--- src/rtl/rdq_pkg.sv ---
package rdq_pkg;

  // Input action codes.
  localparam logic [2:0] ACT_READ  = 3'd0;
  localparam logic [2:0] ACT_WRITE = 3'd1;
  localparam logic [2:0] ACT_CHECK = 3'd2;
  localparam logic [2:0] ACT_DONE  = 3'd3;
  localparam logic [2:0] ACT_START = 3'd4;

  // Command modes sent to the disk.
  localparam logic [1:0] MODE_READ  = 2'd0;
  localparam logic [1:0] MODE_WRITE = 2'd1;
  localparam logic [1:0] MODE_CHECK = 2'd2;

  // Result status codes.
  localparam logic [2:0] ST_OK          = 3'd0;
  localparam logic [2:0] ST_BUSY        = 3'd1;
  localparam logic [2:0] ST_EMPTY_START = 3'd2;
  localparam logic [2:0] ST_FULL        = 3'd3;
  localparam logic [2:0] ST_EMPTY_DONE  = 3'd4;

  // One queued request. Only read and write are ever queued, so one bit holds the mode.
  typedef struct packed {
    logic [7:0]  requester;
    logic        is_write;
    logic [15:0] sector;
    logic [31:0] address;
  } entry_t;

  // One result transaction.
  typedef struct packed {
    logic        issue;
    logic [1:0]  issue_mode;
    logic [2:0]  issue_disk;
    logic [15:0] issue_sector;
    logic [31:0] issue_address;
    logic        wake;
    logic [7:0]  wake_id;
    logic [2:0]  status;
  } result_t;

  typedef enum logic [1:0] {
    S_IDLE,
    S_HEAD,
    S_NEXT
  } ctrl_state_t;

endpackage

--- src/rtl/rdq_ptr_file.sv ---
module rdq_ptr_file #(
  parameter int NUM_DISKS   = 8,
  parameter int QUEUE_DEPTH = 16,
  localparam int DIW = (NUM_DISKS > 1) ? $clog2(NUM_DISKS) : 1,
  localparam int PW  = $clog2(QUEUE_DEPTH),
  localparam int CW  = $clog2(QUEUE_DEPTH + 1)
) (
  input  logic           clk,
  input  logic           rst_n,
  input  logic [DIW-1:0] idx,
  input  logic           idx_ok,
  output logic [PW-1:0]  head,
  output logic [PW-1:0]  tail,
  output logic [CW-1:0]  count,
  input  logic           upd_en,
  input  logic [PW-1:0]  upd_head,
  input  logic [PW-1:0]  upd_tail,
  input  logic [CW-1:0]  upd_count
);
  import rdq_pkg::*;

  logic [PW-1:0] head_r  [NUM_DISKS];
  logic [PW-1:0] tail_r  [NUM_DISKS];
  logic [CW-1:0] count_r [NUM_DISKS];

  always_ff @(posedge clk) begin
    if (!rst_n) begin
      for (int d = 0; d < NUM_DISKS; d++) begin
        head_r[d]  <= '0;
        tail_r[d]  <= '0;
        count_r[d] <= '0;
      end
    end else if (upd_en && idx_ok) begin
      head_r[idx]  <= upd_head;
      tail_r[idx]  <= upd_tail;
      count_r[idx] <= upd_count;
    end
  end

  // A disk number beyond the configured count reads as an empty queue.
  always_comb begin
    head  = '0;
    tail  = '0;
    count = '0;
    if (idx_ok) begin
      head  = head_r[idx];
      tail  = tail_r[idx];
      count = count_r[idx];
    end
  end

endmodule

--- config.mk ---
export PLATFORM = sky130hd
export DESIGN_NAME = rdq_ptr_file
export DESIGN_NICKNAME = d
export VERILOG_FILES = /design/src/rtl/rdq_pkg.sv /design/src/rtl/rdq_ptr_file.sv
export SDC_FILE = /design/constraint.sdc
export NUM_CORES = 1
export LEC_CHECK = 0
export BUFFER_PORTS_ARGS = -buffer_cell sky130_fd_sc_hd__clkbuf_2
export CAP_MARGIN = 30
export CORE_MARGIN = 5
export CORE_UTILIZATION = 30
export CTS_BUF_LIST = sky130_fd_sc_hd__clkbuf_4 sky130_fd_sc_hd__clkbuf_8 sky130_fd_sc_hd__clkbuf_16
export DETAILED_ROUTE_END_ITERATION = 7
export HOLD_SLACK_MARGIN = 0.02
export PLACE_DENSITY = 0.45
export SLEW_MARGIN = 20
export SYNTH_ARGS = -nofsm -noshare
export SYNTH_HDL_FRONTEND = slang
export SYNTH_SLANG_ARGS = --single-unit
--- constraint.sdc ---
create_clock -name clk -period 2.2 [get_ports clk]
set_input_delay 0.44 -clock clk [delete_from_list [all_inputs] [get_ports clk]]
set_output_delay 0.44 -clock clk [all_outputs]
set_load 0.05 [all_outputs]
-- Word level (Yosys, flattened, before mapping)
Memories as Yosys holds them, arrays and structs flattened.
Cells that the tools add are included.
- output and inout bits: 13
- memories: 3
- logic and storage cells: 23
- bits in writable memories: 104
- flip-flop bits (word level): 0
- input port bits: 20
- bits in read-only memories: 0
- latch bits: 0
- memory list (name ; words ; bits a word ; read ports ; clocked after memory_dff ; wr ports ; line ; RTL):
    count_r ; 8 ; 5 ; 1 ; 0 ; 8 ; rdq_ptr_file.sv:24 ; logic [CW-1:0] count_r [NUM_DISKS];
    head_r ; 8 ; 4 ; 1 ; 0 ; 8 ; rdq_ptr_file.sv:22 ; logic [PW-1:0] head_r [NUM_DISKS];
    tail_r ; 8 ; 4 ; 1 ; 0 ; 8 ; rdq_ptr_file.sv:23 ; logic [PW-1:0] tail_r [NUM_DISKS];
- reduce and logical (&&, ||, !) cells: 4
- shifts and indexed selects: 0
- equality and inequality tests: 0
- bitwise operators: 0
- order comparisons: 0
- mux-type cells: 16
- add/sub/neg operators: 0
- multipliers: 0
- divide/modulo/power cells: 0
- operators by type and width (cell ; count):
    $mux 4 ; 4
    $mux 5 ; 2
    $mux 3 ; 3
    $reduce_or 4->1 ; 2
    $mux 1 ; 7
    $reduce_or 5->1 ; 1
    $logic_and 1x1->1 ; 1

-- Depth between registers and ports, before layout
Gate-level depths: netlist of the first run.
- depth after elaboration: 6
- mapped depth: 6
- mapped depth without buffers: 4

-- Worst setup path after synthesis of the first run
OpenSTA, ideal clock, no wires.
- path kind: input-to-output
- start point: in idx[2]
- end point: out count[1]
- slack: -0.185 ns
- stages on the path: 6
- arrival: 1.945 ns
- required time: 1.760 ns
- path buffers: 2
- cell sequence: buf_4 buf_6 or2_2 o22ai_1 a221oi_1 nor2b_1
- longest elaborated chain between the ends: 2
- RTL lines (element ; line ; RTL):
    start, declared ; rdq_ptr_file.sv:10 ; input logic [DIW-1:0] idx,
    $mem_v2 8x5 ; n/a ;
    $mux 5 ; rdq_ptr_file.sv:45 ; if (idx_ok) begin
    end, declared ; rdq_ptr_file.sv:14 ; output logic [CW-1:0] count,
No other way between the ends.

-- Final worst setup path of the first run
- start point: in idx[0]
- end point: out count[4]
The elaborated chain is that of the path after synthesis.

==> flow_summary_export.csv, run 1 <==
group,metric,value,unit
timing,worst_pin_slew,0.799,ns
placed_design,gp_congestion,0.790,
layout,area_growth,29.7,%
layout,final_area,0.00651,mm2
timing,hold_viol,0,
clock_network,numCtsBuffers,9,
pwr,powerDensity,682,mW/mm2
synthesis,synth_cell_types,38,
clock_network,cts-hold-fix-buffers,0,
placed_design,io_buffers,32,
floorplan,core_area,0.0165,mm2
routing,wl_met3,306,um
clock_network,clockBufferDepth,2,
grt,grt_pass1_wl,20.9,mm
layout,utilization,39.4,%
floorplan,initial_core_util,30.4,%
worst_setup_path,slowest_stage,"a221oi_2",
synthesis,netlist_top_cells_area,"edfxtp_1 62%, and2_1 14%, a221oi_1 3.5%",
clock_network,root_buffer,"clkbuf_16",
pwr,finalPower,4.44,mW
worst_setup_path,crit_buf_inv,4,
timing,finalSetupTns,0,ns
worst_setup_path,cp.arrival,1.70,ns
worst_setup_path,cp_top_family,"buffers and inverters",
clock_network,h-tree-depth,3,
floorplan,die_area,0.0194,mm2
floorplan,die_x,139,um
placed_design,pre_cts_ws,-0.264,ns
routing,wl_met1,6.28,mm
layout,regArea,0.00312,mm2
layout,fin_nets,479,
timing,fin_crit_sh,97.3,%
routing,dr.pass1.iters,5,
synthesis,avgSynthCellArea,13.5,um2
timing,fmax,467,MHz
timing,layout_setup_ws,0.0603,ns
worst_setup_path,worst_ep_required_time,1.76,ns
worst_setup_path,startpoint_type,"input port",
pwr,total_leakage_power,2.42,nW
synthesis,mappedNetlistNets,393,
layout,num_antenna_cells,0,
hold_path,worst_hold_path_type,"input port to flip-flop",
routing,drt-total-wl,13.7,mm
run_status,outcome,"complete, no violations",
floorplan,rows,47,
synthesis,synth_cells,373,
clock_network,clkTransAtPathRegs,0.07,ns
grt,antenna_found_initial,0,
worst_setup_path,path_cells,"buf_8 > buf_12 > nor2b_4 > buf_4 > a221oi_2 > o22ai_1 > and2_1 > buf_12",
worst_setup_path,crit_top_cell,"buf_12",
worst_setup_path,path_max_fanout,10,
grt,gr-total-overflow,0,
timing,grt_setup_unrepaired,"false",
layout,drive_above_1_share,34.4,%
synthesis,netlist_area,0.00502,mm2
clock_network,cts_sinks,104,
timing,fin_crit,2.14,ns
routing,drtIter0Drc,228,
synthesis,yosys.area.top_type,"edfxtp_1",
routing,final_antenna_net_count,0,
placed_design,post_dp_cell_area,0.00596,mm2
routing,via_count,3231,
timing,slew_headroom,46.7,%
placed_design,placed_cells,661,
timing,slew_violations,0,
grt,grt_pass1_vias,3398,
layout,fill_cells,1570,
worst_setup_path,crit_type,"input port to primary output",
synthesis,synth_warnings,0,
grt,grt_max_degree,16,
layout,final_cells,682,
routing,drc_errors,0,
synthesis,synth-seq-cells,104,
clock_network,cts_tree,"yes",
floorplan,fp.dieH,139,um
flow_run,drv_cap,0,
routing,wire_per_inst,20.1,um
pwr,peakVddDrop,0.000363,V
timing,hold_ws,0.467,ns
routing,top_layer,"met4",
timing,setup_viol,0,
layout,multi_input_area,0.00188,mm2
grt,grt_usage,14.6,%
floorplan,ios,33,
synthesis,synth_top_cell_area_share,62.2,%
synthesis,yosysSeqAreaShare,62.2,%
routing,via_per_inst,4.74,
routing,wl_met2,6.83,mm
worst_setup_path,end_kind,"primary output",
worst_setup_path,cp_slowest_stage_delay,0.27,ns
placed_design,place_hpwl,9.50,mm
-- report_power, final --
part / internal [mW] / switching (mW)
sequential: 2.29 / 0.0367
combinational: 0.302 / 0.359
clock: 0.762 / 0.690
total: 3.35 / 1.09
-- flip-flops by register name, indices dropped and copies added, names as in the netlist --
name     cells
count_r     40
head_r      32
tail_r      32
-- worst paths after layout --
path	from	cells after the start	slack, ns	to
max	idx[0]	8	0.06	count[4]
min	upd_count[1]	2	0.47	count_r[6][1]
-- repair_timing --
action                     CTS  global route
gates resized for setup     23            27
pin swaps                    2             8
setup endpoints to repair   13            12
setup buffers                0             5
-- cell usage in the layout (no fill, tap or decap), types with 6 or more instances in the layout --
master,Yosys,final
clkbuf_2,5,16
edfxtp_1,104,104
nand2b_1,6,6
buf_4,5,60
buf_6,6,6
o22ai_1,12,12
o21ai_1,0,6
nand2_1,7,7
mux2i_1,13,13
buf_12,0,17
clkbuf_16,0,9
nor2_1,8,6
a221oi_2,1,15
and2_1,111,107
a22o_1,7,7
nor2b_2,0,6
a21oi_1,6,6
-- cells in the mapped netlist (all sizes together) --
cell / instances
o21ai: 7
nand3: 2
buf: 18
mux2: 4
inv: 1
nor4bb: 6
nand2b: 6
nor2: 10
o21a: 1
a21oi: 6
a22o: 7
mux2i: 13
nor2b: 8
or2: 2
edfxtp: 104
clkbuf: 8
a222oi: 1
o22ai: 12
nor4: 2
o31a: 2
a221oi: 21
nand4: 2
a22oi: 2
a21bo: 6
a21boi: 3
and2: 112
nand2: 7
-- cells by family after synthesis --
family                 count (synthesis)  share of synthesized area (%)
AND/OR/NAND/NOR                      157                           20.0
multiplexers                          17                           3.49
AO/OA/AOI/OAI                         68                           10.4
flip-flops                           104                           62.2
buffers and inverters                 27                           3.79
-- routing by layer --
layer / up-vias / track usage, %
met5: - / 0
li1: 1553 / -
met4: 0 / 5.72
met3: 19 / 1.72
met2: 71 / 24.0
met1: 1588 / 19.8
-- cell type report --
type	count	area share, %
clock inverters	4	0.365
repair buffers	101	14.9
flip-flops and latches	104	48.0
multi-input cells	242	28.9
inverters	1	0.0577
clock buffers	10	3.58
well taps	220	4.23
No activity file was read; power rests on OpenSTA's default activity.
==> inputs of run 2 (changes only) <==
--- a/config.mk
+++ b/config.mk
@@ -8,11 +8,10 @@
 export BUFFER_PORTS_ARGS = -buffer_cell sky130_fd_sc_hd__clkbuf_2
 export CAP_MARGIN = 30
 export CORE_MARGIN = 5
-export CORE_UTILIZATION = 30
+export CORE_UTILIZATION = 54
 export CTS_BUF_LIST = sky130_fd_sc_hd__clkbuf_4 sky130_fd_sc_hd__clkbuf_8 sky130_fd_sc_hd__clkbuf_16
 export DETAILED_ROUTE_END_ITERATION = 7
-export HOLD_SLACK_MARGIN = 0.02
-export PLACE_DENSITY = 0.45
+export PLACE_DENSITY = 0.73
 export SLEW_MARGIN = 20
 export SYNTH_ARGS = -nofsm -noshare
 export SYNTH_HDL_FRONTEND = slang
==> run 2 against run 1 <==
  * The flow now finishes with violations (setup timing)
  * Sequential cell count did not move
  * Sequential power barely moved
  * First-iteration DRC count increased by 3.1%
  * Power decreased by 7.1%
  * Die area is 42% lower
  * Worst hold slack worse by 0.023 ns
  * Critical path type unchanged
  * Critical endpoint is now head[1]
==> flow_summary_export.csv, run 2 (same netlist as run 1, synthesis figures left out) <==
group,metric,value,unit
grt,grt_util_met1,29.8,%
timing,setup_viol,2,
clock_network,cts_tree,"yes",
pwr,intPower,3.02,mW
layout,fin_nets,478,
grt,grt_max_degree,19,
timing,fin_crit,2.22,ns
pwr,powerDensity,649,mW/mm2
pwr,p_seq_share,56.5,%
timing,slew_violations,0,
clock_network,root_buffer,"clkbuf_8",
layout,final_common_cell,"and2_1",
clock_network,h-tree-depth,3,
grt,grtUsageMet2,39.4,%
worst_setup_path,end_kind,"primary output",
clock_network,clockBufferDepth,2,
placed_design,pre_cts_ws,-0.319,ns
floorplan,rows,35,
timing,fmax,451,MHz
worst_setup_path,crit_type,"input port to primary output",
grt,gr-total-overflow,0,
grt,grt_pass1_vias,3430,
pwr,switchingPower,1.10,mW
clock_network,cts-hold-fix-buffers,0,
hold_path,hold_depth,2,
floorplan,core_area,0.00915,mm2
layout,utilization,69.4,%
floorplan,die_area,0.0113,mm2
routing,via_per_inst,6.07,
pwr,pwr-share-clk,27.0,%
floorplan,die_x,106,um
placed_design,gp_congestion,0.870,
flow_run,drv_cap,0,
timing,slew_headroom,64.7,%
layout,num_antenna_cells,0,
hold_path,worst_hold_path_type,"input port to flip-flop",
grt,antenna_found_initial,0,
pwr,switching_share,26.7,%
worst_setup_path,worst_ep_required_time,1.76,ns
hold_path,min_to,"tail_r[0][1]",
placed_design,place_hpwl,8.55,mm
clock_network,numCtsBuffers,9,
clock_network,clkTransAtPathRegs,0.10,ns
grt,top_usage_layer,"met2",
grt,grt_usage,23.3,%
worst_setup_path,startpoint_type,"input port",
run_status,outcome,"finished with violations",
pwr,total_leakage_power,2.43,nW
clock_network,cts_sinks,104,
pwr,peakVddDrop,0.000687,V
grt,grt_pass1_wl,19.5,mm
routing,dr.pass1.iters,5,
run_status,failed_checks,"setup timing",
routing,drc_errors,0,
timing,fin_crit_sh,101,%
timing,layout_setup_ws,-0.0177,ns
worst_setup_path,path_max_fanout,9,
routing,final_antenna_net_count,0,
timing,grt_setup_unrepaired,"true",
floorplan,ios,33,
timing,worst_pin_slew,0.529,ns
pwr,combPwrFrac,16.5,%
layout,regMostFlops,"count_r",
layout,fill_cells,598,
layout,largest_register_ffs,40,
worst_setup_path,cp.arrival,1.78,ns
layout,mostFrequentLayoutCells,"107 x and2_1, 104 x edfxtp_1, 53 x buf_4, 16 x clkbuf_2, 15 x a221oi_2",
floorplan,fp.dieH,106,um
floorplan,initial_core_util,54.8,%
timing,hold_viol,0,
hold_path,min_from,"upd_tail[1]",
grt,grt_use_met3,4.31,%
routing,via_count,3483,
layout,drive_above_1_share,36.1,%
routing,drtIter0Drc,235,
placed_design,io_buffers,32,
routing,drt-total-wl,13.3,mm
layout,top_regs,"count_r: 40 flops, head_r: 32 flops, tail_r: 32 flops",
routing,wire_per_inst,23.1,um
layout,area_growth,26.7,%
## run 2: cell types whose count changed in the layout (fill, tap and decap cells not counted), moves of 4 or more
| cell | before | now |
|---|---|---|
| clkbuf_8 | 0 | 9 |
| buf_4 | 60 | 53 |
| o22ai_1 | 12 | 8 |
| clkbuf_16 | 9 | 1 |
| o22ai_2 | 0 | 4 |
## run 2: worst max-delay path by stage
| stage | start | to | slack [ns] | depth (start not counted) |
|---|---|---|---|---|
| final | idx[0] | head[1] | -0.02 | 7 |
| after detailed placement | idx[1] | head_r[5][1] | -0.32 | 7 |
| after global placement | idx[1] | tail[2] | -0.38 | 6 |
| after global routing | idx[0] | tail[0] | -0.08 | 8 |
| after floorplan | idx[0] | count_r[4][0] | -0.11 | 3 |
| after CTS | idx[0] | head[0] | -0.02 | 7 |
## run 2: power by group through the flow
stage	clock [mW]	sequential [mW]	combinational, mW
finish	1.11	2.33	0.679
global route	1.21	2.34	0.712
CTS	1.11	2.33	0.617
detailed placement	0	2.37	0.569
global placement	0	2.36	0.558
floorplan	0	2.35	0.313
## run 2: worst max-delay path: stages
cell      delay (ns)
buf_4           0.16
buf_12          0.15
and2_4          0.19
a22o_1          0.25
a221oi_2        0.31
nor2b_2         0.11
buf_12          0.16
## run 2: final cells by class
class	count	area [um2]	area share (%)
sequential	104	3120	49.1
multi-input combinational	243	1950	30.6
timing repair buffer	99	965	15.2
tap	111	139	2.19
clock buffer	9	124	1.95
clock inverter	7	55.1	0.866
inverter	1	3.75	0.0591
## run 2: what timing repair did
item	in CTS	in global routing
cloned	1	2
endpoints found under the setup margin	12	13
pin swaps	10	13
setup buffers	5	6
endpoints found under the hold margin	0	0
resized for setup	36	41
## run 2: per-layer routing
| metal | vias to the layer above | share of wire (%) | routed length (um) |
|---|---|---|---|
| li1 | 1564 | - | - |
| met1 | 1707 | 38 | 5060 |
| met2 | 183 | 51 | 6730 |
| met3 | 29 | 7.8 | 1040 |
| met4 | 0 | 3.3 | 443 |
| met5 | - | 0 | 0 |
## run 2: per-stage QoR
stage	TNS, ns	hold slack (ns)	instances	power [mW]	cell area, um2
after detailed placement	-10.13	0.825	542	2.94	5710
after floorplan	-3.64	0.638	373	2.67	5030
final	-0.0219	0.444	574	4.12	6360
after CTS	-0.0475	0.445	563	4.05	6100
after global placement	-9.93	0.817	541	2.92	5700
after global routing	-0.147	0.449	574	4.26	6360
==> inputs of run 3 (changes only) <==
--- a/config.mk
+++ b/config.mk
@@ -11,7 +11,7 @@
 export CORE_UTILIZATION = 54
 export CTS_BUF_LIST = sky130_fd_sc_hd__clkbuf_4 sky130_fd_sc_hd__clkbuf_8 sky130_fd_sc_hd__clkbuf_16
 export DETAILED_ROUTE_END_ITERATION = 7
-export PLACE_DENSITY = 0.73
+export PLACE_DENSITY = 0.71
 export SLEW_MARGIN = 20
 export SYNTH_ARGS = -nofsm -noshare
 export SYNTH_HDL_FRONTEND = slang
==> run 3 against run 2 <==
  * The run still ends with setup timing left
  * Sequential share of layout area decreased by 0.22 points
  * Global-route usage is 1.2 points lower
  * Cell count is 1.9% lower
  * Critical path depth increased by 1
  * Die area unchanged
  * Worst setup slack better by 0.013 ns
  * Final area increased by 0.45%
  * Largest power group unchanged
  * Count of clock-buffer cells in the layout did not move
  * First-iteration DRC count rose by 3.4%
  * Clock power decreased by 4%
==> flow_summary_export.csv, run 3 (same netlist as run 1, synthesis figures left out) <==
group,metric,value,unit
layout,utilization,69.8,%
routing,via_count,3456,
worst_setup_path,path_max_fanout,8,
grt,grt_pass1_wl,18.3,mm
layout,regMostFlops,"count_r",
grt,grt_max_degree,30,
worst_setup_path,crit_buf_inv,4,
timing,fin_crit,2.20,ns
timing,fmax,454,MHz
run_status,failed_checks,"setup timing",
worst_setup_path,startpoint_type,"input port",
routing,drt-total-wl,13.3,mm
pwr,total_leakage_power,2.38,nW
routing,via_per_inst,6.14,
layout,area_growth,27.3,%
hold_path,worst_hold_path_type,"input port to flip-flop",
clock_network,cts_tree,"yes",
layout,fin_nets,467,
hold_path,min_to,"count_r[2][0]",
timing,worst_pin_slew,0.707,ns
placed_design,io_buffers,32,
run_status,outcome,"finished with violations",
layout,final_common_cell,"and2_1",
layout,mostFrequentLayoutCells,"107 x and2_1, 104 x edfxtp_1, 40 x buf_4, 16 x clkbuf_2, 16 x buf_12",
flow_run,drv_cap,0,
placed_design,post_dp_cell_area,0.00564,mm2
worst_setup_path,path_cells,"buf_6 > buf_12 > nor2b_4 > buf_12 > a221oi_4 > o22ai_2 > and2_4 > buf_12",
worst_setup_path,slowest_stage,"a221oi_4",
timing,hold_viol,0,
worst_setup_path,end_kind,"primary output",
timing,fin_crit_sh,100,%
placed_design,place_hpwl,8.20,mm
pwr,p_seq_share,57.0,%
routing,drc_errors,0,
floorplan,die_area,0.0113,mm2
layout,fill_cells,618,
floorplan,fp.dieH,106,um
placed_design,gp_congestion,0.892,
grt,grt_usage,22.1,%
routing,wl_met1,5.01,mm
worst_setup_path,crit_type,"input port to primary output",
pwr,finalPower,4.10,mW
timing,grt_setup_unrepaired,"true",
routing,dr.pass1.iters,5,
hold_path,min_from,"upd_count[0]",
clock_network,numCtsBuffers,9,
layout,final_area,0.00638,mm2
routing,drtIter0Drc,243,
worst_setup_path,worst_ep_required_time,1.76,ns
pwr,switchingPower,1.08,mW
layout,drive_above_1_share,35.4,%
pwr,intPower,3.01,mW
pwr,pwr-share-clk,26.2,%
floorplan,ios,33,
timing,slew_violations,0,
clock_network,clockBufferDepth,2,
grt,gr-total-overflow,0,
pwr,peakVddDrop,0.000422,V
layout,top_regs,"count_r: 40 flops, head_r: 32 flops, tail_r: 32 flops",
layout,largest_register_ffs,40,
grt,antenna_found_initial,0,
routing,wl_met2,6.70,mm
layout,num_antenna_cells,0,
floorplan,die_x,106,um
pwr,combPwrFrac,16.9,%
floorplan,core_area,0.00915,mm2
routing,top_layer,"met4",
pwr,powerDensity,641,mW/mm2
grt,grt_pass1_vias,3246,
worst_setup_path,cp_top_family,"buffers and inverters",
clock_network,h-tree-depth,3,
layout,regArea,0.00312,mm2
floorplan,rows,35,
floorplan,initial_core_util,54.8,%
worst_setup_path,cp.arrival,1.76,ns
clock_network,cts-hold-fix-buffers,0,
clock_network,cts_sinks,104,
clock_network,root_buffer,"clkbuf_8",
timing,setup_viol,1,
worst_setup_path,cp_slowest_stage_delay,0.34,ns
worst_setup_path,crit_top_cell,"buf_12",
pwr,switching_share,26.4,%
routing,wl_met3,1.14,mm
timing,layout_setup_ws,-0.00438,ns
routing,wire_per_inst,23.6,um
layout,multi_input_area,0.00200,mm2
timing,slew_headroom,52.7,%
routing,final_antenna_net_count,0,
clock_network,clkTransAtPathRegs,0.10,ns
hold_path,hold_depth,2,
==> run 3: area by class of cell <==
| type | count | share of cell area (%) |
|---|---|---|
| Sequential cell | 104 | 48.9 |
| Tap cell | 111 | 2.18 |
| Multi-Input combinational cell | 243 | 31.4 |
| Inverter | 1 | 0.0588 |
| Clock buffer | 9 | 1.94 |
| Timing Repair Buffer | 88 | 14.8 |
| Clock inverter | 7 | 0.745 |
==> run 3: what timing repair did <==
item | CTS | global route
setup endpoints to repair | 13 | 13
pin swaps | 2 | 15
resized for setup | 37 | 44
setup buffers | 0 | 5
gates cloned | 0 | 5
==> run 3: metal layers <==
layer | track usage (%) | vias to the layer above
met2 | 37.1 | 172
met1 | 29.5 | 1712
met3 | 4.01 | 36
li1 | - | 1536
met5 | 0 | -
met4 | 6.57 | 0
==> run 3: power by group through the flow <==
| stage | clock network, mW | registers (mW) | logic [mW] |
|---|---|---|---|
| final | 1.07 | 2.33 | 0.690 |
| after global placement | 0 | 2.36 | 0.539 |
| after CTS | 1.08 | 2.32 | 0.594 |
| after global routing | 1.16 | 2.34 | 0.721 |
| after detailed placement | 0 | 2.36 | 0.552 |
| after floorplan | 0 | 2.35 | 0.313 |
==> run 3: stage by stage <==
step	setup slack (ns)	hold slack (ns)	instances	setup TNS, ns
floorplan	-0.113	0.638	373	-3.64
global placement	-0.401	0.827	533	-6.35
detailed placement	-0.228	0.832	534	-5.00
CTS	-0.0157	0.437	550	-0.0402
global route	-0.0347	0.456	563	-0.103
finish	-0.00438	0.442	563	-0.00438
==> run 3: worst max-delay path by stage <==
stage,from,to,slack [ns],depth (start not counted)
after global placement,idx[0],tail[2],-0.40,6
final,idx[0],tail[0],-0.004,8
after detailed placement,idx[0],tail[2],-0.23,8
after CTS,idx[1],tail[1],-0.02,7
after global routing,idx[0],tail[0],-0.03,8
after floorplan,idx[0],count_r[4][0],-0.11,3
