===== src/rtl/rdq_pkg.sv =====
package rdq_pkg;

  // Input action codes.
  localparam logic [2:0] ACT_READ  = 3'd0;
  localparam logic [2:0] ACT_WRITE = 3'd1;
  localparam logic [2:0] ACT_CHECK = 3'd2;
  localparam logic [2:0] ACT_DONE  = 3'd3;
  localparam logic [2:0] ACT_START = 3'd4;

  // Command modes sent to the disk.
  localparam logic [1:0] MODE_READ  = 2'd0;
  localparam logic [1:0] MODE_WRITE = 2'd1;
  localparam logic [1:0] MODE_CHECK = 2'd2;

  // Result status codes.
  localparam logic [2:0] ST_OK          = 3'd0;
  localparam logic [2:0] ST_BUSY        = 3'd1;
  localparam logic [2:0] ST_EMPTY_START = 3'd2;
  localparam logic [2:0] ST_FULL        = 3'd3;
  localparam logic [2:0] ST_EMPTY_DONE  = 3'd4;

  // One queued request. Only read and write are ever queued, so one bit holds the mode.
  typedef struct packed {
    logic [7:0]  requester;
    logic        is_write;
    logic [15:0] sector;
    logic [31:0] address;
  } entry_t;

  // One result transaction.
  typedef struct packed {
    logic        issue;
    logic [1:0]  issue_mode;
    logic [2:0]  issue_disk;
    logic [15:0] issue_sector;
    logic [31:0] issue_address;
    logic        wake;
    logic [7:0]  wake_id;
    logic [2:0]  status;
  } result_t;

  typedef enum logic [1:0] {
    S_IDLE,
    S_HEAD,
    S_NEXT
  } ctrl_state_t;

endpackage


===== src/rtl/rdq_ctrl.sv =====
module rdq_ctrl #(
  parameter int NUM_DISKS   = 8,
  parameter int QUEUE_DEPTH = 16,
  localparam int DIW = (NUM_DISKS > 1) ? $clog2(NUM_DISKS) : 1,
  localparam int PW  = $clog2(QUEUE_DEPTH),
  localparam int CW  = $clog2(QUEUE_DEPTH + 1),
  localparam int AW  = $clog2(NUM_DISKS * QUEUE_DEPTH)
) (
  input  logic                 clk,
  input  logic                 rst_n,
  input  logic                 in_valid,
  output logic                 in_stall,
  input  logic [2:0]           in_action,
  input  logic [2:0]           in_disk_id,
  input  logic [15:0]          in_sector,
  input  logic [31:0]          in_buffer_address,
  input  logic [7:0]           in_requester,
  input  logic                 in_disk_free,
  input  logic                 slot_free,
  output logic                 res_load,
  output rdq_pkg::result_t     res,
  output logic                 mem_en,
  output logic                 mem_we,
  output logic [AW-1:0]        mem_addr,
  output rdq_pkg::entry_t      mem_wdata,
  input  rdq_pkg::entry_t      mem_rdata,
  output logic [DIW-1:0]       ptr_idx,
  output logic                 ptr_ok,
  input  logic [PW-1:0]        ptr_head,
  input  logic [PW-1:0]        ptr_tail,
  input  logic [CW-1:0]        ptr_count,
  output logic                 upd_en,
  output logic [PW-1:0]        upd_head,
  output logic [PW-1:0]        upd_tail,
  output logic [CW-1:0]        upd_count
);
  import rdq_pkg::*;

  ctrl_state_t   state_r, state_nxt;
  logic [2:0]    action_r;
  logic [2:0]    disk_r;
  logic [15:0]   sector_r;
  logic [31:0]   addr_r;
  logic [7:0]    req_r;
  logic          free_r;
  logic [7:0]    done_req_r;
  logic          done_load;
  logic          accept;
  logic [2:0]    disk_sel;
  logic [DIW+2:0] disk_ext;
  logic          count_zero;
  logic          full;

  function automatic logic [PW-1:0] ptr_inc(input logic [PW-1:0] p);
    if (p == PW'(QUEUE_DEPTH - 1)) return '0;
    return p + 1'b1;
  endfunction

  function automatic logic [AW-1:0] slot_addr(input logic [DIW-1:0] d,
                                              input logic [PW-1:0] p);
    return AW'(AW'(d) * AW'(QUEUE_DEPTH)) + AW'(p);
  endfunction

  assign in_stall = (state_r != S_IDLE);
  assign accept   = in_valid && !in_stall;

  // The pointer file is read at the incoming disk while idle, else at the held one.
  assign disk_sel   = (state_r == S_IDLE) ? in_disk_id : disk_r;
  assign disk_ext   = {{DIW{1'b0}}, disk_sel};
  assign ptr_idx    = disk_ext[DIW-1:0];
  assign ptr_ok     = disk_ext < (DIW + 3)'(NUM_DISKS);
  assign count_zero = (ptr_count == '0);
  assign full       = (ptr_count == CW'(QUEUE_DEPTH));

  always_ff @(posedge clk) begin
    if (!rst_n) begin
      state_r <= S_IDLE;
    end else begin
      state_r <= state_nxt;
    end
  end

  always_ff @(posedge clk) begin
    if (accept) begin
      action_r <= in_action;
      disk_r   <= in_disk_id;
      sector_r <= in_sector;
      addr_r   <= in_buffer_address;
      req_r    <= in_requester;
      free_r   <= in_disk_free;
    end
    if (done_load) begin
      done_req_r <= mem_rdata.requester;
    end
  end

  always_comb begin
    state_nxt = state_r;
    res_load  = 1'b0;
    res       = '0;
    mem_en    = 1'b0;
    mem_we    = 1'b0;
    mem_addr  = slot_addr(ptr_idx, ptr_head);
    mem_wdata = '{requester: req_r, is_write: (action_r == ACT_WRITE),
                  sector: sector_r, address: addr_r};
    upd_en    = 1'b0;
    upd_head  = ptr_head;
    upd_tail  = ptr_tail;
    upd_count = ptr_count;
    done_load = 1'b0;

    unique case (state_r)
      S_IDLE: begin
        if (accept) begin
          // Fetch the head entry of the addressed queue.
          mem_en    = ptr_ok;
          state_nxt = S_HEAD;
        end
      end

      S_HEAD: begin
        res.issue_disk = disk_r;
        if (ptr_ok && action_r == ACT_DONE && !count_zero) begin
          // Pop the finished entry and fetch the one behind it.
          done_load = 1'b1;
          upd_en    = 1'b1;
          upd_head  = ptr_inc(ptr_head);
          upd_count = ptr_count - 1'b1;
          mem_en    = 1'b1;
          mem_addr  = slot_addr(ptr_idx, ptr_inc(ptr_head));
          state_nxt = S_NEXT;
        end else if (slot_free) begin
          res_load  = 1'b1;
          state_nxt = S_IDLE;
          if (ptr_ok) begin
            unique case (action_r)
              ACT_READ, ACT_WRITE: begin
                if (full) begin
                  res.status = ST_FULL;
                end else begin
                  if (free_r && count_zero) begin
                    res.issue         = 1'b1;
                    res.issue_mode    = (action_r == ACT_WRITE) ? MODE_WRITE : MODE_READ;
                    res.issue_sector  = sector_r;
                    res.issue_address = addr_r;
                  end
                  mem_en    = 1'b1;
                  mem_we    = 1'b1;
                  mem_addr  = slot_addr(ptr_idx, ptr_tail);
                  upd_en    = 1'b1;
                  upd_tail  = ptr_inc(ptr_tail);
                  upd_count = ptr_count + 1'b1;
                end
              end
              ACT_CHECK: begin
                if (free_r && count_zero) begin
                  res.issue      = 1'b1;
                  res.issue_mode = MODE_CHECK;
                end else begin
                  res.status = ST_BUSY;
                end
              end
              ACT_DONE: begin
                res.status = ST_EMPTY_DONE;
              end
              ACT_START: begin
                if (count_zero) begin
                  res.status = ST_EMPTY_START;
                end else if (free_r) begin
                  res.issue         = 1'b1;
                  res.issue_mode    = MODE_WRITE;
                  res.issue_sector  = mem_rdata.sector;
                  res.issue_address = mem_rdata.address;
                end
              end
              default: begin
              end
            endcase
          end
          if (!res.issue) begin
            res.issue_disk = '0;
          end
        end
      end

      S_NEXT: begin
        if (slot_free) begin
          res_load    = 1'b1;
          state_nxt   = S_IDLE;
          res.wake    = 1'b1;
          res.wake_id = done_req_r;
          if (!count_zero) begin
            res.issue         = 1'b1;
            res.issue_mode    = mem_rdata.is_write ? MODE_WRITE : MODE_READ;
            res.issue_disk    = disk_r;
            res.issue_sector  = mem_rdata.sector;
            res.issue_address = mem_rdata.address;
            if (mem_rdata.requester == done_req_r) begin
              res.wake = 1'b0;
            end
          end
        end
      end

      default: begin
        state_nxt = S_IDLE;
      end
    endcase
  end

endmodule


===== config.mk =====
export PLATFORM = sky130hd
export DESIGN_NAME = rdq_ctrl
export DESIGN_NICKNAME = d
export VERILOG_FILES = /design/src/rtl/rdq_pkg.sv /design/src/rtl/rdq_ctrl.sv
export SDC_FILE = /design/constraint.sdc
export NUM_CORES = 1
export LEC_CHECK = 0
export BUFFER_PORTS_ARGS = -buffer_cell sky130_fd_sc_hd__buf_2
export CORE_AREA = 3 3 111 113
export CTS_CLUSTER_DIAMETER = 40
export DETAILED_ROUTE_END_ITERATION = 12
export DIE_AREA = 0 0 114 116
export MAX_ROUTING_LAYER = met4
export PLACE_DENSITY_LB_ADDON = 0.3
export REMOVE_ABC_BUFFERS = 1
export SLEW_MARGIN = 20
export SYNTH_ARGS = -nofsm -noshare
export SYNTH_HDL_FRONTEND = slang
export SYNTH_SLANG_ARGS = --single-unit

===== constraint.sdc =====
create_clock -name clk -period 2.45 [get_ports clk]
set_input_delay 0 -clock clk [delete_from_list [all_inputs] [get_ports clk]]
set_output_delay 0 -clock clk [all_outputs]
set_load 0.03 [all_outputs]

== After elaboration in Yosys (flattened, before gate mapping) ==
Index checks and enable logic that the tools add are counted.

* Register bits: 73
* Input port bits: 137
* Output and inout bits: 152

* $add $sub $neg: 7
* Magnitude comparators: 1
* Equal/unequal tests: 11
* Mux-type cells: 90
* Reduce and logical (&&, ||, !) cells: 11

{| class="wikitable"
|+ Operators by type and width
! cell !! count
|-
| 48-bit two-way mux || 5
|-
| 54-bit two-way mux || 2
|-
| 54-bit case mux with 2 select lines || 1
|-
| 48-bit case mux with 2 select lines || 1
|-
| 63-bit two-way mux || 1
|-
| 4-bit two-way mux || 14
|-
| 55-bit two-way mux || 1
|-
| 3-bit two-way mux || 15
|-
| 7-bit two-way mux || 6
|-
| 5-bit two-way mux || 6
|-
| 1-bit two-way mux || 27
|-
| 7-bit by 4-bit adder with 7-bit output || 3
|-
| 3-bit case mux with 4 select lines || 1
|-
| 2-bit two-way mux || 5
|-
| 9-bit two-way mux || 1
|-
| 3-bit case mux with 3 select lines || 1
|-
| 4-bit by 1-bit adder with 4-bit output (second input constant) || 2
|-
| 4-bit == test (second input constant) || 2
|-
| 8-bit == test || 1
|-
| 3-bit by 2-bit == test with 1-bit output (second input constant) || 2
|-
| 2-bit case mux with 3 select lines || 1
|-
| 5-bit by 1-bit adder with 5-bit output (second input constant) || 1
|-
| 5-bit == test (second input constant) || 1
|-
| 5-bit logical NOT || 1
|-
| 14 further kinds || 19
|}

== Longest topological paths before layout ==
Gate-level depths: netlist of run 1.

* Depth in word-level cells: 15
* Mapped depth: 9
* Mapped depth without buffers: 7

== Worst setup path before layout of run 1 ==
Ideal clock, no wire load.

* Kind: flip-flop to flip-flop
* Start point: register state_r[0]
* End point: register action_r[0], enable pin
* Setup time: 428 ps
* Arrival time: 2187 ps
* Data required time: 2022 ps
* Setup slack: -165 ps
* Stages on the path, launching flop included: 4
* Path through: dfxtp_1 -> inv_1 -> ha_1 -> and2_1

* Word-level cells in the longest chain between the ends: 3

{| class="wikitable"
|+ RTL lines
! what !! RTL line !! RTL
|-
| start, declared || rdq_ctrl.sv:39 || <nowiki>ctrl_state_t state_r, state_nxt;</nowiki>
|-
| start signal, assigned || rdq_ctrl.sv:79 || <nowiki>state_r <= state_nxt;</nowiki>
|-
| 2-bit nonzero test || rdq_ctrl.sv:64 || <nowiki>assign in_stall = (state_r != S_IDLE);</nowiki>
|-
| 1-bit logical NOT || rdq_ctrl.sv:65 || <nowiki>assign accept = in_valid && !in_stall;</nowiki>
|-
| 1-bit logical AND || rdq_ctrl.sv:65 ||
|-
| named net accept || rdq_ctrl.sv:48 || <nowiki>logic accept;</nowiki>
|-
| end signal, assigned || rdq_ctrl.sv:85 || <nowiki>action_r <= in_action;</nowiki>
|-
| end, declared || rdq_ctrl.sv:40 || <nowiki>logic [2:0] action_r;</nowiki>
|}

The timed path passes the listed nets, and every way through them passes these cells.
A chain may end at the register's enable or synchronous reset.

== Final worst setup path of run 1 ==
* Start point: register action_r[1]
* End point: output port mem_addr[3]

* Word-level cells in the longest chain between the ends: 7
* Elaborated cells between the ends (all ways): 11

{| class="wikitable"
|+ RTL lines
! what !! RTL line !! RTL
|-
| 3-bit by 1-bit == test with 1-bit output or 3-bit logical NOT (tied branches) || rdq_ctrl.sv:136 || <nowiki>unique case (action_r)</nowiki>
|-
| 2-bit OR reduction || rdq_ctrl.sv:136 ||
|-
| 7-bit two-way mux || rdq_ctrl.sv:136 ||
|-
| 7-bit two-way mux || rdq_ctrl.sv:135 || <nowiki>if (ptr_ok) begin</nowiki>
|-
| 7-bit two-way mux || rdq_ctrl.sv:132 || <nowiki>end else if (slot_free) begin</nowiki>
|-
| 7-bit two-way mux (*) || rdq_ctrl.sv:123 || <nowiki>if (ptr_ok && action_r == ACT_DONE && !count_zero) begin</nowiki>
|-
| 7-bit two-way mux (*) || rdq_ctrl.sv:112 || <nowiki>unique case (state_r)</nowiki>
|-
| end, declared || rdq_ctrl.sv:24 || <nowiki>output logic [AW-1:0] mem_addr,</nowiki>
|}

Mark *: on every way between the ends. The rest lies on a longest branch, timed or not.

==> results.sh, run 1 <==
export IMPL_status="completed"
export IMPL_fin_util_pct=57.5
export IMPL_area_growth_pct=67.4
export IMPL_antenna_found_initial=1
export IMPL_grt_first_pass_wirelength_mm=22.4
export IMPL_drtIter0Drc=226
export IMPL_min_to="state_r[1]$_SDFFE_PN0P_"
export IMPL_vias_per_cell=5.05
export IMPL_maxSlewHeadroom_pct=56.1
export IMPL_power_density_nw_per_um2=525
export IMPL_numPlacedInstances=725
export IMPL_clk_pin_slew_worst_paths_ps=60
export IMPL_grt_max_degree=49
export IMPL_drive_above_1_share_pct=50.6
export IMPL_globalplace_congestion=0.905
export IMPL_io_pins=289
export IMPL_core_area_um2=11400
export IMPL_drc_errors=0
export IMPL_fin_cells=824
export IMPL_min_delay_start="in_valid"
export IMPL_placed_area_um2=5460
export IMPL_grtUsageMet3_pct=5.22
export IMPL_ys_seq_area_share_pct=55.4
export IMPL_critPathLaunch="action_r[1]$_DFFE_PP_"
export IMPL_cts_buffers=9
export IMPL_final_nets=821
export IMPL_num_vias=4163
export IMPL_ys_ff_latch=73
export IMPL_dieArea_um2=13200
export IMPL_grtUsageMet2_pct=38.4
export IMPL_drv_slew=0
export IMPL_fmax_ghz=0.425
export IMPL_hold_violations=0
export IMPL_syn_cell_area_um2=3920
export IMPL_path_max_fanout=8
export IMPL_fin_ws_ps=98.2
export IMPL_r2r_end="done_req_r[0]$_DFFE_PP_"
export IMPL_grt_usage_pct=23.0
export IMPL_yosys_warnings=0
export IMPL_ys_flop_type="edfxtp_1"
export IMPL_die_y_um=116
export IMPL_first_pass_iters=4
export IMPL_htree_levels=3
export IMPL_cap_violations=0
export IMPL_area_sequential_um2=2170
export IMPL_holdPathStages=4
export IMPL_fin_crit_ps=2350
export IMPL_rows=39
export IMPL_fin_crit_sh_pct=96.0
export IMPL_use_met1_pct=27.0
export IMPL_reg2reg_depth=5
export IMPL_grt_pass1_vias=4065
export IMPL_critical_path_class="flop to primary output"
export IMPL_cts_tree="yes"
export IMPL_wl_mm=15.5
export IMPL_die_w_um=114
export IMPL_leakagePower_nw=3.12
export IMPL_gr_total_overflow=0
export IMPL_hold_path_class="primary input to flop"
export IMPL_clock_sinks=73
export IMPL_ys_types=61
export IMPL_syn_avg_cell_area_um2=12.6
export IMPL_finalPower_w=0.00344
export IMPL_ir_drop_mv=0.381
export IMPL_crit_path_end_kind="primary output"
export IMPL_dpl_hpwl_mm=11.8
export IMPL_critPathArrivalTime_ps=2350
export IMPL_start_kind="flop"
export IMPL_clock_tree_buffer_depth=2
export IMPL_crit_reg2reg_launch="action_r[1]$_DFFE_PP_"
export IMPL_worstPathRequired_ps=2450
export IMPL_synth_edf_count=71
export IMPL_finalClockSkew_ps=5.16
export IMPL_pre_cts_ws_ps=203
export IMPL_wire_per_inst_um=18.8
export IMPL_multi_input_area_um2=1570
export IMPL_ant_nets=0
export IMPL_r2r_setup_slack_ps=580
export IMPL_initial_core_util_pct=34.3
export IMPL_grt_busiest_layer="met2"
export IMPL_port_buffers=287
export IMPL_clockRootBuffer="clkbuf_16"
export IMPL_worst_pin_slew_ps=649
export IMPL_async_flop_share_pct=0
export IMPL_synthCells=311
export IMPL_final_cell_area_um2=6560
export IMPL_finalSetupViolCount=0
export IMPL_clock_latency_ps=330
export IMPL_nFillCells=986
==> routing by layer <==
metal  vias to the layer above  share of wire [%]
met5                         -                  0
met4                         0                3.3
met3                        25                7.4
met2                       196                 49
met1                      1995                 40
li1                       1947                  -
==> worst max-delay path, stage by stage, from the launching register on <==
cell and delay [ps]:
edfxtp_1 520, buf_4 200, or3b_2 500, or4_1 510, o211a_1 130, buf_2 170
==> layout by cell type (no fill, tap or decap), types with 8 or more instances in the layout <==
cell / synthesis / routed
inv_1: 10 / 10
and3_1: 11 / 11
xor2_1: 9 / 9
a21oi_1: 8 / 8
edfxtp_1: 71 / 71
nand2_1: 11 / 11
buf_4: 4 / 17
nor2_1: 15 / 15
o21ai_0: 8 / 8
dlygate4sd3_1: 0 / 72
a22o_1: 49 / 47
clkbuf_16: 0 / 9
buf_2: 6 / 287
==> kinds of logic after synthesis <==
family / count (synthesis) / synth area share (%)
simple gates: 79 / 12.5
other cells: 1 / 0.0957
mux: 7 / 1.95
fa+ha+maj: 9 / 2.87
flops: 73 / 55.4
buf+inv: 36 / 5.55
xor+xnor: 13 / 2.90
compound gates: 93 / 18.7
==> synth_stat cells (5+ instances only) <==
cell       n  area, µm²
a21oi_1    8       40.0
a22o_1    49        429
and2_1     5       31.3
and3_1    11       68.8
buf_2      6       30.0
buf_6      8       90.1
clkbuf_1   6       22.5
edfxtp_1  71       2130
ha_1       9        113
inv_1     10       37.5
mux2_2     5       56.3
nand2_1   11       41.3
nand3_1    6       30.0
nor2_1    15       56.3
o21ai_0    8       40.0
xor2_1     9       78.8
==> registers in the layout, indices dropped and copies added (netlist names) <==
register,flops
action_r,3
state_r,2
disk_r,3
sector_r,16
addr_r,32
free_r,1
done_req_r,8
req_r,8
==> where the power goes <==
part	switching [W]	leakage (nW)	total, W	internal [W]
logic	0.000442	2.30	0.000743	0.000301
registers	0.0000531	0.693	0.00152	0.00147
clock network	0.000492	0.129	0.00118	0.000686
total	0.000987	3.12	0.00344	0.00246
==> metrics by stage <==
step	hold WS, ps	TNS, ps
floorplan	98.9	-17590
global placement	177	0
detailed placement	178	0
CTS	128	0
global route	167	-13.3
finish	143	0
==> final cells by class <==
type	count	area share [%]
antenna	1	0.0381
clock buffer	10	3.49
clock inverter	6	0.648
inverter	11	0.629
multi-input combinational	202	23.9
sequential	73	33.1
tap	143	2.73
timing repair buffer	378	35.4
==> repair_timing <==
action,in CTS,in global routing
resized for setup,1,6
setup buffers,2,8
hold buffers,72,0
setup endpoints to repair,3,48
endpoints found under the hold margin,73,0
gates cloned,0,0
==> worst max path at each step <==
stage / slack [ps] / endpoint / cells after the start
finish: 100 / mem_addr[3] / 5
global route: -10 / res[59] / 6
CTS: 2 / res[56] / 6
floorplan: -270 / upd_count[2] / 5
detailed placement: 200 / res[56] / 9
global placement: 250 / res[59] / 9
No activity file was read; power rests on OpenSTA's default activity.
==> run 2: changes to the inputs <==
--- a/config.mk
+++ b/config.mk
@@ -6,10 +6,11 @@
 export NUM_CORES = 1
 export LEC_CHECK = 0
 export BUFFER_PORTS_ARGS = -buffer_cell sky130_fd_sc_hd__buf_2
-export CORE_AREA = 3 3 111 113
+export CORE_AREA = 3 3 110 112
+export CTS_BUF_LIST = sky130_fd_sc_hd__clkbuf_4 sky130_fd_sc_hd__clkbuf_8
 export CTS_CLUSTER_DIAMETER = 40
 export DETAILED_ROUTE_END_ITERATION = 12
-export DIE_AREA = 0 0 114 116
+export DIE_AREA = 0 0 113 115
 export MAX_ROUTING_LAYER = met4
 export PLACE_DENSITY_LB_ADDON = 0.3
 export REMOVE_ABC_BUFFERS = 1
==> constraint.sdc (replaced) <==
create_clock -name clk -period 2.4 [get_ports clk]
set_input_delay 0 -clock clk [delete_from_list [all_inputs] [get_ports clk]]
set_output_delay 0 -clock clk [all_outputs]
set_load 0.03 [all_outputs]
==> results.sh, run 2 (synthesis gave the netlist of run 1 again) <==
export IMPL_status="completed"
export IMPL_leakagePower_nw=3.06
export IMPL_holdPathStages=4
export IMPL_hold_path_class="primary input to flop"
export IMPL_timing_hold_ws_ps=85.9
export IMPL_drc_errors=0
export IMPL_cts_buffers=9
export IMPL_core_area_um2=11300
export IMPL_reg2reg_depth=6
export IMPL_drtIter0Drc=202
export IMPL_worst_pin_slew_ps=619
export IMPL_grt_max_degree=50
export IMPL_final_common_cell="buf_2"
export IMPL_ir_drop_mv=0.530
export IMPL_power_density_nw_per_um2=519
export IMPL_cts_tree="yes"
export IMPL_finalPower_w=0.00334
export IMPL_finalClockSkew_ps=7.14
export IMPL_clock_tree_buffer_depth=2
export IMPL_maxSlewHeadroom_pct=58.2
export IMPL_wl_mm=15.8
export IMPL_r2r_setup_slack_ps=530
export IMPL_start_kind="flop"
export IMPL_clk_pin_slew_worst_paths_ps=80
export IMPL_ant_nets=0
export IMPL_numPlacedInstances=729
export IMPL_clock_latency_ps=340
export IMPL_critPathArrivalTime_ps=2290
export IMPL_r2r_end="done_req_r[1]$_DFFE_PP_"
export IMPL_dpl_hpwl_mm=12.1
export IMPL_clockRootBuffer="clkbuf_8"
export IMPL_initial_core_util_pct=34.6
export IMPL_gr_total_overflow=0
export IMPL_min_to="state_r[0]$_SDFFE_PN0P_"
export IMPL_fin_setup_tns_ps=0
export IMPL_wire_per_inst_um=19.3
export IMPL_grt_first_pass_wirelength_mm=22.9
export IMPL_final_nets=816
export IMPL_finalSetupViolCount=0
export IMPL_grt_pass1_vias=4165
export IMPL_largest_register_ffs=32
export IMPL_vias_per_cell=5.12
export IMPL_hold_violations=0
export IMPL_n_antenna_cell=0
export IMPL_grt_usage_pct=23.9
export IMPL_globalplace_congestion=0.840
export IMPL_num_vias=4191
export IMPL_cap_violations=0
export IMPL_drive_above_1_share_pct=50.1
export IMPL_dieArea_um2=13000
export IMPL_die_w_um=113
export IMPL_port_buffers=287
export IMPL_rows=39
export IMPL_critPathLaunch="action_r[2]$_DFFE_PP_"
export IMPL_crit_reg2reg_launch="state_r[1]$_SDFFE_PN0P_"
export IMPL_fin_crit_sh_pct=95.6
export IMPL_critical_path_class="flop to primary output"
export IMPL_path_max_fanout=16
export IMPL_fin_util_pct=56.9
export IMPL_layout_common_cells="buf_2 (287), dlygate4sd3_1 (72), edfxtp_1 (71), a22o_1 (49), nor2_1 (14)"
export IMPL_fin_crit_ps=2290
export IMPL_fin_cells=818
export IMPL_htree_levels=3
export IMPL_min_delay_start="in_valid"
export IMPL_fmax_ghz=0.436
export IMPL_die_y_um=115
export IMPL_first_pass_iters=5
export IMPL_io_pins=289
export IMPL_clock_sinks=73
export IMPL_largest_register="addr_r"
export IMPL_area_growth_pct=64.3
export IMPL_antenna_found_initial=0
export IMPL_drv_slew=0
export IMPL_reg_top3="addr_r (32), sector_r (16)"
export IMPL_crit_path_end_kind="primary output"
export IMPL_worstPathRequired_ps=2400
## run 2: metrics by stage
step,worst slack [ps],cell area [µm²]
6_report,107,6440
3_3_place_gp,338,5480
2_1_floorplan,-319,3740
5_1_grt,-13.5,6440
4_1_cts,50.6,6420
3_5_place_dp,310,5480
## run 2: timing repair
action | 4_1_cts | 5_1_grt
setup endpoints to repair | 1 | 52
hold endpoints to repair | 73 | 0
setup buffers | 0 | 1
hold buffers | 72 | 0
resized for setup | 1 | 5
pin swaps | 0 | 0
## run 2: per-layer routing
layer  wire length, µm  share of wire, %  track usage (%)
met5                 0                 0                -
met4               439               2.8             8.49
met3              1240               7.8             5.74
met2              7800                49             39.6
met1              6320                40             28.5
## run 2: worst max path at each step
stage / to / slack (ps) / cells past startpoint
after floorplan: upd_count[2] / -320 / 5
final: res[12] / 110 / 6
after detailed placement: res[12] / 310 / 9
after CTS: res[12] / 50 / 6
after global placement: res[12] / 340 / 9
after global routing: res[33] / -10 / 6
## run 2: report_power, final
group,internal (W),switching [W],total (W)
clock network,0.000585,0.000453,0.00104
logic,0.000298,0.000450,0.000749
registers,0.00150,0.0000591,0.00156
total,0.00238,0.000962,0.00334
## run 2: area by class of cell
type	count	area [µm²]
Clock buffer	9	124
Clock inverter	7	93.8
Fill cell	959	4880
Inverter	11	41.3
Multi-Input combinational cell	202	1550
Sequential cell	73	2170
Tap cell	143	179
Timing Repair Buffer	373	2280
## run 2: worst max-delay path, cell delays in order (launching register included)
cell and delay (ps):
edfxtp_1 490, nor4bb_2 370, nand3_1 190, a21oi_4 190, buf_4 260, a22o_1 240, buf_2 220
==> run 3: changes to the inputs <==
--- a/config.mk
+++ b/config.mk
@@ -6,11 +6,11 @@
 export NUM_CORES = 1
 export LEC_CHECK = 0
 export BUFFER_PORTS_ARGS = -buffer_cell sky130_fd_sc_hd__buf_2
-export CORE_AREA = 3 3 110 112
+export CORE_AREA = 3 3 112 114
 export CTS_BUF_LIST = sky130_fd_sc_hd__clkbuf_4 sky130_fd_sc_hd__clkbuf_8
 export CTS_CLUSTER_DIAMETER = 40
 export DETAILED_ROUTE_END_ITERATION = 12
-export DIE_AREA = 0 0 113 115
+export DIE_AREA = 0 0 115 117
 export MAX_ROUTING_LAYER = met4
 export PLACE_DENSITY_LB_ADDON = 0.3
 export REMOVE_ABC_BUFFERS = 1
==> constraint.sdc (replaced) <==
create_clock -name clk -period 1.9 [get_ports clk]
set_input_delay 0 -clock clk [delete_from_list [all_inputs] [get_ports clk]]
set_output_delay 0 -clock clk [all_outputs]
set_load 0.03 [all_outputs]
==> results.sh, run 3 (synthesis gave the netlist of run 1 again) <==
export IMPL_reg_top3="addr_r (32), sector_r (16)"
export IMPL_start_kind="flop"
export IMPL_path_max_fanout=4
export IMPL_critPathArrivalTime_ps=2190
export IMPL_grt_max_degree=44
export IMPL_fmax_ghz=0.457
export IMPL_clk_pin_slew_worst_paths_ps=80
export IMPL_largest_register_ffs=32
export IMPL_first_pass_iters=4
export IMPL_dpl_hpwl_mm=11.6
export IMPL_io_pins=289
export IMPL_r2r_setup_slack_ps=50
export IMPL_area_growth_pct=98.7
export IMPL_crit_reg2reg_launch="state_r[1]$_SDFFE_PN0P_"
export IMPL_cap_violations=0
export IMPL_pre_cts_ws_ps=-152
export IMPL_grt_first_pass_wirelength_mm=24.7
export IMPL_fin_crit_sh_pct=115
export IMPL_vias_per_cell=5.13
export IMPL_hold_violations=0
export IMPL_final_nets=865
export IMPL_finalSetupViolCount=71
export IMPL_initial_core_util_pct=34.0
export IMPL_port_buffers=287
export IMPL_ant_nets=0
export IMPL_num_vias=4462
export IMPL_gr_total_overflow=0
export IMPL_htree_levels=3
export IMPL_dieArea_um2=13500
export IMPL_clockRootBuffer="clkbuf_8"
export IMPL_antenna_found_initial=2
export IMPL_status="complete, but fails checks"
export IMPL_worstPathRequired_ps=1900
export IMPL_fin_ws_ps=-289
export IMPL_hold_path_class="primary input to flop"
export IMPL_power_density_nw_per_um2=598
export IMPL_leakagePower_nw=3.57
export IMPL_violations="negative setup slack"
export IMPL_drtIter0Drc=297
export IMPL_r2r_end="state_r[1]$_SDFFE_PN0P_"
export IMPL_largest_register="addr_r"
export IMPL_grt_pass1_vias=4541
export IMPL_nFillCells=806
export IMPL_globalplace_congestion=0.918
export IMPL_drive_above_1_share_pct=58.7
export IMPL_crit_path_end_kind="primary output"
export IMPL_placed_area_um2=5610
export IMPL_wl_mm=17.7
export IMPL_clock_sinks=73
export IMPL_min_delay_start="in_valid"
export IMPL_finalClockSkew_ps=8.65
export IMPL_core_area_um2=11500
export IMPL_drc_errors=0
export IMPL_final_cell_area_um2=7790
export IMPL_fin_setup_tns_ps=-11840
export IMPL_rows=39
export IMPL_grt_usage_pct=25.0
export IMPL_drv_slew=0
export IMPL_cts_tree="yes"
export IMPL_min_to="state_r[1]$_SDFFE_PN0P_"
export IMPL_layout_common_cells="buf_2 (211), buf_6 (80), dlygate4sd3_1 (72), edfxtp_1 (71), buf_4 (49)"
export IMPL_finalPower_w=0.00466
export IMPL_cts_buffers=9
export IMPL_die_w_um=115
export IMPL_rsz0062_at_grt="yes"
export IMPL_wire_per_inst_um=20.4
export IMPL_final_common_cell="buf_2"
export IMPL_die_y_um=117
export IMPL_critical_path_class="flop to primary output"
export IMPL_clock_tree_buffer_depth=2
export IMPL_clock_latency_ps=340
export IMPL_fin_crit_ps=2190
export IMPL_ir_drop_mv=0.486
export IMPL_reg2reg_depth=8
export IMPL_holdPathStages=4
[run 3: repair_timing]
action | in CTS | in global routing
endpoints found under the hold margin | 73 | 0
hold buffers | 72 | 0
pin swaps | 18 | 23
endpoints found under the setup margin | 80 | 78
resized for setup | 173 | 70
gates cloned | 3 | 3
buffers inserted | 23 | 15
[run 3: how the worst max path moves through the flow]
| stage | slack, ps | end | from | cells after the start |
|---|---|---|---|---|
| after floorplan | -820 | upd_count[2] | state_r[0]$_SDFFE_PN0P_ | 5 |
| after detailed placement | -150 | res[16] | action_r[2]$_DFFE_PP_ | 6 |
| after CTS | -290 | res[24] | action_r[1]$_DFFE_PP_ | 6 |
| final | -290 | mem_addr[3] | action_r[1]$_DFFE_PP_ | 5 |
| after global routing | -410 | res[24] | action_r[0]$_DFFE_PP_ | 7 |
| after global placement | -120 | res[16] | action_r[2]$_DFFE_PP_ | 6 |
[run 3: stage by stage]
step	instances	util, %	hold slack (ps)
final	869	67.6	116
after global routing	869	67.6	100
after CTS	855	64.3	84.1
after detailed placement	742	48.7	178
after global placement	742	48.7	177
after floorplan	286	-	98.9
[run 3: layout make-up]
| class | count | area, µm² | share of cell area [%] |
|---|---|---|---|
| clock buffer | 9 | 124 | 1.59 |
| clock inverter | 7 | 133 | 1.70 |
| sequential | 73 | 2180 | 28.0 |
| antenna | 2 | 5.00 | 0.0643 |
| inverter | 11 | 58.8 | 0.755 |
| tap | 143 | 179 | 2.30 |
| multi-input combinational | 202 | 1830 | 23.5 |
| timing repair buffer | 422 | 3280 | 42.1 |
[run 3: critical path, cell delays in order, from the launching register on]
cell and delay [ps]:
edfxtp_1 470, buf_4 170, or3b_4 430, or4_4 510
o211a_1 140, buf_6 140
[run 3: metal layers]
metal  up-vias  part of all wire, %  routed length (µm)  track usage, %
li1       2037                    -                   -               -
met1      2174                   37                6500            27.4
met2       222                   52                9190            43.4
met3        29                  8.6                1520            7.40
met4         0                  2.7                 473            8.76
met5         -                    0                   0               -
[run 3: power by group]
group	total (W)	switching, W	internal [W]
clock network	0.00155	0.000560	0.000994
registers	0.00195	0.0000637	0.00189
logic	0.00115	0.000639	0.000509
total	0.00466	0.00126	0.00339
